===== config.mk =====
export PLATFORM = sky130hd
export DESIGN_NAME = playlist_content_sniffer_top
export DESIGN_NICKNAME = d
export VERILOG_FILES = /design/src/design/pcs_pkg.sv /design/src/design/pcs_match.sv /design/src/design/pcs_rsp_reg.sv /design/src/design/playlist_content_sniffer_top.sv
export SDC_FILE = /design/constraint.sdc
export NUM_CORES = 1
export LEC_CHECK = 0
export ABC_AREA = 1
export BUFFER_PORTS_ARGS = -buffer_cell sky130_fd_sc_hd__buf_4
export CAP_MARGIN = 40
export CELL_PAD_IN_SITES_DETAIL_PLACEMENT = 1
export CELL_PAD_IN_SITES_GLOBAL_PLACEMENT = 2
export CORE_ASPECT_RATIO = 0.9
export CORE_UTILIZATION = 33
export CTS_BUF_LIST = sky130_fd_sc_hd__clkbuf_2 sky130_fd_sc_hd__clkbuf_4 sky130_fd_sc_hd__clkbuf_8
export DETAILED_ROUTE_END_ITERATION = 10
export HOLD_SLACK_MARGIN = 0.15
export PLACE_DENSITY = 0.75
export SYNTH_ARGS = -nofsm -noshare
export SYNTH_HDL_FRONTEND = slang
export SYNTH_SLANG_ARGS = --single-unit

===== constraint.sdc =====
create_clock -name clock -period 1.4 [get_ports clock]
set_input_delay 0.07 -clock clock [delete_from_list [all_inputs] [get_ports clock]]
set_output_delay 0.07 -clock clock [all_outputs]
set_load 0.02 [all_outputs]

===== src/design/pcs_pkg.sv =====
// Shared types, constants and pattern tables of the playlist content sniffer.
`timescale 1ns / 1ps

package pcs_pkg;

   // Bytes held for matching: the current byte plus the recent history
   localparam int unsigned WINDOW_BYTES = 29;
   localparam int unsigned RECENT_DEPTH = WINDOW_BYTES - 1;

   // Longest pattern; must not exceed WINDOW_BYTES
   localparam int unsigned PAT_MAX  = 29;
   localparam int unsigned PAT_BITS = 8 * PAT_MAX;

   localparam int unsigned SLOT_COUNT  = 6;
   localparam int unsigned BODY_COUNT  = 4;
   localparam int unsigned HEAD_COUNT  = 6;

   typedef logic [7:0]                byte_type;
   typedef logic [5:0]                pat_len_type;
   typedef logic [SLOT_COUNT-1:0]     slot_mask_type;
   typedef logic [PAT_BITS-1:0]       pat_bits_type;

   // Result codes
   typedef enum logic [1:0] {
      KIND_NONE = 2'd0,
      KIND_HLS  = 2'd1,
      KIND_M3U  = 2'd2,
      KIND_PLS  = 2'd3
   } kind_type;

   // Sniff mode codes
   typedef enum logic {
      MODE_BODY   = 1'b0,
      MODE_HEADER = 1'b1
   } mode_type;

   // Control from the request stage to the matcher
   typedef struct packed {
      logic fire;
      logic last;
   } pcs_step_type;

   // Patterns are lower case; last character sits in the lowest byte
   localparam pat_bits_type BODY_PATS [BODY_COUNT] = '{
      pat_bits_type'("#ext-x-"),
      pat_bits_type'("[playlist]"),
      pat_bits_type'("file1="),
      pat_bits_type'("#extm3u")
   };
   localparam pat_len_type BODY_LENS [BODY_COUNT] = '{
      6'd7, 6'd10, 6'd6, 6'd7
   };

   localparam pat_bits_type HEAD_PATS [HEAD_COUNT] = '{
      pat_bits_type'("application/vnd.apple.mpegurl"),
      pat_bits_type'("audio/x-scpls"),
      pat_bits_type'("application/pls"),
      pat_bits_type'("audio/mpegurl"),
      pat_bits_type'("audio/x-mpegurl"),
      pat_bits_type'("application/x-mpegurl")
   };
   localparam pat_len_type HEAD_LENS [HEAD_COUNT] = '{
      6'd29, 6'd13, 6'd15, 6'd13, 6'd15, 6'd21
   };

   // Fold ASCII upper case to lower case, leave every other value alone
   function automatic byte_type fold_case(input byte_type c);
      byte_type r;
      r = c;
      if (c >= 8'h41 && c <= 8'h5A) begin
         r = c + 8'h20;
      end
      return r;
   endfunction

   // Compare the tail of the window against one pattern
   function automatic logic pat_hit(input byte_type win [WINDOW_BYTES],
                                    input pat_bits_type pat,
                                    input pat_len_type len);
      logic hit;
      hit = 1'b1;
      for (int j = 0; j < PAT_MAX; j++) begin
         if (j < int'(len)) begin
            if (win[WINDOW_BYTES-1-j] != pat[8*j +: 8]) begin
               hit = 1'b0;
            end
         end
      end
      return hit;
   endfunction

endpackage


===== src/design/pcs_match.sv =====
// Sliding byte window, pattern compare, sticky seen flags and kind decision.
`timescale 1ns / 1ps

module pcs_match
   import pcs_pkg::*;
(
   input  logic         clock,
   input  logic         reset,
   input  pcs_step_type step,
   input  byte_type     cur_byte,
   input  logic         csr_write,
   input  logic         csr_mode,
   output kind_type     kind
);

   byte_type      recent_ff [RECENT_DEPTH];
   byte_type      recent_in [RECENT_DEPTH];
   slot_mask_type seen_ff;
   slot_mask_type seen_in;
   mode_type      mode_ff;
   mode_type      mode_in;

   byte_type      win [WINDOW_BYTES];
   slot_mask_type hits;
   slot_mask_type seen_now;

   // Assemble the window: history then the current byte
   always_comb begin
      for (int k = 0; k < RECENT_DEPTH; k++) begin
         win[k] = recent_ff[k];
      end
      win[WINDOW_BYTES-1] = cur_byte;
   end

   // Compare every pattern of the active mode in parallel
   always_comb begin
      hits = '0;
      if (mode_ff == MODE_HEADER) begin
         for (int s = 0; s < HEAD_COUNT; s++) begin
            hits[s] = pat_hit(win, HEAD_PATS[s], HEAD_LENS[s]);
         end
      end else begin
         for (int s = 0; s < BODY_COUNT; s++) begin
            hits[s] = pat_hit(win, BODY_PATS[s], BODY_LENS[s]);
         end
      end
      seen_now = seen_ff | hits;
   end

   // Turn the flags into a kind by priority
   always_comb begin
      kind = KIND_NONE;
      if (mode_ff == MODE_HEADER) begin
         priority if (seen_now[0])                 kind = KIND_HLS;
         else if (seen_now[1] || seen_now[2])      kind = KIND_PLS;
         else if (seen_now[3] || seen_now[4] || seen_now[5]) kind = KIND_M3U;
         else                                      kind = KIND_NONE;
      end else begin
         priority if (seen_now[0])                 kind = KIND_HLS;
         else if (seen_now[1] && seen_now[2])      kind = KIND_PLS;
         else if (seen_now[3])                     kind = KIND_M3U;
         else                                      kind = KIND_NONE;
      end
   end

   // Next state: shift on each request, clear at end of text or mode write
   always_comb begin
      recent_in = recent_ff;
      seen_in   = seen_ff;
      mode_in   = mode_ff;
      if (csr_write) begin
         mode_in = mode_type'(csr_mode);
         seen_in = '0;
         for (int k = 0; k < RECENT_DEPTH; k++) begin
            recent_in[k] = '0;
         end
      end else if (step.fire) begin
         if (step.last) begin
            seen_in = '0;
            for (int k = 0; k < RECENT_DEPTH; k++) begin
               recent_in[k] = '0;
            end
         end else begin
            seen_in = seen_now;
            for (int k = 0; k < RECENT_DEPTH; k++) begin
               recent_in[k] = win[k+1];
            end
         end
      end
   end

   always_ff @(posedge clock) begin
      if (reset) begin
         mode_ff <= MODE_BODY;
         seen_ff <= '0;
         for (int k = 0; k < RECENT_DEPTH; k++) begin
            recent_ff[k] <= '0;
         end
      end else begin
         mode_ff   <= mode_in;
         seen_ff   <= seen_in;
         recent_ff <= recent_in;
      end
   end

endmodule


===== src/design/pcs_rsp_reg.sv =====
// Result register holding one playlist kind until the consumer takes it.
`timescale 1ns / 1ps

module pcs_rsp_reg
   import pcs_pkg::*;
(
   input  logic     clock,
   input  logic     reset,
   input  logic     load,
   input  kind_type kind,
   output logic     slot_free,
   output logic     rsp_tvalid,
   input  logic     rsp_tready,
   output logic [7:0] rsp_tdata   // [1:0] playlist_kind, [7:2] zero
);

   logic     vld_ff;
   logic     vld_in;
   kind_type kind_ff;

   assign slot_free = !vld_ff || rsp_tready;

   // Hold the result until taken, load a new one when the slot frees
   assign vld_in = load || (vld_ff && !rsp_tready);

   always_ff @(posedge clock) begin
      if (reset) begin
         vld_ff <= 1'b0;
      end else begin
         vld_ff <= vld_in;
      end
   end

   always_ff @(posedge clock) begin
      if (load) begin
         kind_ff <= kind;
      end
   end

   assign rsp_tvalid = vld_ff;
   assign rsp_tdata  = {6'b0, kind_ff};

endmodule


===== src/design/playlist_content_sniffer_top.sv =====
// Top level of the playlist content sniffer: request register, matcher, result register.
// rsp_tvalid rises once a tlast request moves from the request to the result register.
// Throughput: one byte per cycle; the request register drains while a result waits,
// and stalls only when a last byte meets a result that is still untaken.
// Reset: clears the request and result valids, the byte window, the seen flags,
// and sets body mode.
`timescale 1ns / 1ps

module playlist_content_sniffer_top
   import pcs_pkg::*;
(
   input  logic       clock,
   input  logic       reset,
   input  logic       req_tvalid,
   output logic       req_tready,
   input  logic [7:0] req_tdata,   // [7:0] text_byte
   input  logic       req_tlast,   // last_byte
   output logic       rsp_tvalid,
   input  logic       rsp_tready,
   output logic [7:0] rsp_tdata,   // [1:0] playlist_kind, [7:2] zero
   input  logic       csr_valid,
   output logic       csr_ready,
   input  logic       csr_data     // sniff_mode
);

   logic         in_vld_ff;
   logic         in_vld_in;
   byte_type     in_byte_ff;
   logic         in_last_ff;
   logic         slot_free;
   logic         proc_fire;
   pcs_step_type step;
   kind_type     kind;

   // Process the held byte unless it is a last byte facing a full result slot
   assign proc_fire  = in_vld_ff && (!in_last_ff || slot_free);
   assign req_tready = !in_vld_ff || proc_fire;
   assign csr_ready  = !in_vld_ff;

   assign in_vld_in = (req_tvalid && req_tready) || (in_vld_ff && !proc_fire);

   always_ff @(posedge clock) begin
      if (reset) begin
         in_vld_ff <= 1'b0;
      end else begin
         in_vld_ff <= in_vld_in;
      end
   end

   // Capture the request with case already folded
   always_ff @(posedge clock) begin
      if (req_tvalid && req_tready) begin
         in_byte_ff <= fold_case(req_tdata);
         in_last_ff <= req_tlast;
      end
   end

   assign step.fire = proc_fire;
   assign step.last = in_last_ff;

   pcs_match u_match (
      .clock     (clock),
      .reset     (reset),
      .step      (step),
      .cur_byte  (in_byte_ff),
      .csr_write (csr_valid && csr_ready),
      .csr_mode  (csr_data),
      .kind      (kind)
   );

   pcs_rsp_reg u_rsp (
      .clock      (clock),
      .reset      (reset),
      .load       (proc_fire && in_last_ff),
      .kind       (kind),
      .slot_free  (slot_free),
      .rsp_tvalid (rsp_tvalid),
      .rsp_tready (rsp_tready),
      .rsp_tdata  (rsp_tdata)
   );

endmodule


==> reports/metrics.yaml <==
rr_startpoint: "u_match.recent_ff[174]$_SDFFE_PP0P_"
path_depth: 11
async_flop_share: 0
grt_setup_unrepaired: "yes"
placedCellCount: 2331
ant_nets: 0
violations: "design-rule violations, negative setup slack"
insertion_delay_ps: 590
leakage_nw: 8.923
clk_path_buf_depth: 3
cp-endpoint: "u_rsp.kind_ff[1]$_DFFE_PP_"
critPathLaunch: "u_match.recent_ff[174]$_SDFFE_PP0P_"
synth.avg_cell_area_sq_um: 6.729
finalCritPeriodShare: 1.357
ys_top_cells_by_count: "618 x nand2_1, 233 x dfxtp_1, 230 x a21oi_1"
worstRegToRegCells: 11
period_needed_ps: 1900
yosys.cell_types.count: 33
finalNetCount: 2070
fin_skew_ps: 34.31
dp_hpwl_um: 27750
fmax_mhz: 526.4
synth_top_area_share: 0.4311
grt_pass1_vias: 13190
cts-root-buf: "clkbuf_8"
area_growth_pct: 79.49
synth_edf_count: 11
rr_endpoint: "u_rsp.kind_ff[1]$_DFFE_PP_"
fill_cells: 3702
p_per_area_mw_per_mm2: 819.8
dieHeight_um: 173.8
synthFlopType: "dfxtp_1"
final_core_util: 0.6047
seq_area_frac_synth: 0.4616
grt_pass1_wl_um: 72120
end_kind: "flop"
antenna_found_initial: 0
ir_drop_mv: 0.6572
critPathKind: "reg2reg"
path_cells: "nand2_1 > nor3_1 > nand3_1 > nor2_2 > nand2_2 > nor2_2 > nand3_2 > nor2_4 > nor2_4 > nand3_2 > nand2_2"
max_stage_delay_ps: 350
yosysWarnings: 0
yosysTopAreaCell: "dfxtp_1"
dr_total_vias: 12700
cp-start-kind: "flop"
routed_wl_um: 50610
instances_no_fill: 2497
arrival_ps: 2250
cap_violations: 0
cts_buffers: 45
grt_max_degree: 43
drc: 1
cp_max_fo: 3
core_area_sq_mm: 0.03212
synthTopCellsByArea: "dfxtp_1 43%, nand2_1 21%, a21oi_1 11%"
path_buf_inv: 0
cts_tree: "yes"
core.rowCount: 62
h-tree-depth: 2
hold_path_class: "in2reg"
initial_core_util: 0.3369
critical-path-slowest-cell: "dfxtp_1"
portBuffers: 19
drt_iter0_drc: 589
hold_viol_final: 0
crit_required_ps: 1750
setup_violations: 244
syn_inst: 1608
n_antenna_cell: 0
routedWlPerCell_um: 20.27
vias_per_cell: 5.087
layout_setup_ws_ps: -499.9
path_clk_slew_ps: 70
die-area_sq_mm: 0.03352
first_pass_iters: 7
status: "finished, violations left"
r2r_slack_ps: -500
hold_depth: 2
syn_area_sq_mm: 0.01082
drv_slew: 0
fp.dieW_um: 192.9
grt-ovfl-total: 0
yosysMostFrequentCell: "nand2_1"
top_level_ports: 26
grt.total_usage: 0.2772
slew_headroom: 0.5444
tightestPinTransition_ps: 674.8
cts_sinks: 244
cpLargestDelayFamily: "simple AND/OR/NAND/NOR gates"
drive_above_1_share: 0.5531
gp_congestion: 0.8464
ys_ff_latch: 244
[layer usage]
metal,GRT usage,share of wire,vias up
li1,-,-,5993
met1,0.3776,0.45,6392
met2,0.4547,0.49,225
met3,0.03704,0.037,92
met4,0.07644,0.024,0
met5,0,0,-
[repair_timing]
| item | 4_1_cts | 5_1_grt |
|---|---|---|
| setup buffers | 40 | 28 |
| resized for setup | 476 | 428 |
| endpoints found under the hold margin | 57 | 0 |
| setup endpoints to repair | 220 | 247 |
| hold buffers | 15 | 0 |
| gates cloned | 34 | 2 |
| pin swaps | 189 | 123 |
[power by group]
part           internal, W  leakage, nW  total (W)  switching [W]
Combinational     0.000717         6.44    0.00160       0.000887
Sequential         0.00702         2.00    0.00705      0.0000320
Clock              0.00408        0.485    0.00726        0.00318
Total               0.0118         8.92     0.0159        0.00410
[kinds of logic (layout without fill, tap and decap cells)]
| family | count (synthesis) | count (layout) | share of synthesized area |
|---|---|---|---|
| and+or+nand+nor | 920 | 920 | 0.3474 |
| DFF | 244 | 244 | 0.4616 |
| AOI/OAI and AO/OA | 240 | 240 | 0.1123 |
| buffers and inverters | 202 | 670 | 0.07724 |
| adders and majority gates | 1 | 1 | 0.001156 |
| other | 1 | 6 | 0.0003466 |
[worst min-delay path by stage]
stage,startpoint,end,slack (ps)
2_1_floorplan,reset,in_vld_ff$_SDFF_PP0_,140
3_3_place_gp,req_tlast,in_last_ff$_DFFE_PP_,250
3_5_place_dp,req_tlast,in_last_ff$_DFFE_PP_,260
4_1_cts,req_tlast,in_last_ff$_DFFE_PP_,190
5_1_grt,req_tlast,in_last_ff$_DFFE_PP_,200
6_report,req_tlast,in_last_ff$_DFFE_PP_,220
[registers in the layout, summed over array words and instances (netlist names)]
signal and cells:
u_rsp.rsp_tvalid 1, u_match.recent_ff 224, in_vld_ff 1, u_rsp.kind_ff 2, u_match.seen_ff 6, u_match.mode_ff 1
in_byte_ff 8, in_last_ff 1
[per-stage QoR]
step	instance area [sq um]	hold WS [ps]	setup WS [ps]	setup TNS (ps)	power (W)
2_1_floorplan	10850	139.1	-100.2	-112.9	0.007592
3_3_place_gp	14160	250.8	-494.5	-4954	0.008002
3_5_place_dp	14160	257.1	-479.4	-12970	0.008013
4_1_cts	18170	187.1	-389.0	-34860	0.01589
5_1_grt	19420	199.8	-617.1	-46650	0.01647
6_report	19420	223.8	-499.9	-44830	0.01592
[cells in the final DEF (no fill, tap or decap), drive strengths merged]
cell type	instances
a211oi	1
a21oi	230
and2	1
and3	1
buf	457
bufinv	1
clkbuf	73
clkinv	1
clkinvlp	1
conb	6
dfxtp	233
dlygate4sd3	15
edfxtp	11
ha	1
inv	122
nand2	620
nand3	52
nand3b	5
nand4	24
nor2	180
nor2b	1
nor3	25
nor3b	8
nor4	2
o21ai	5
o21bai	3
o311ai	1
or2	1
[final cells by class]
class,instances,area [sq um],area share
multi-input combinational,1167,7635,0.3931
sequential,244,5030,0.2590
timing repair buffer,474,4857,0.2501
clock buffer,71,870.8,0.04484
tap,416,520.5,0.02680
inverter,122,465.4,0.02397
clock inverter,3,42.54,0.002190
No activity file was read; power rests on OpenSTA's default activity.
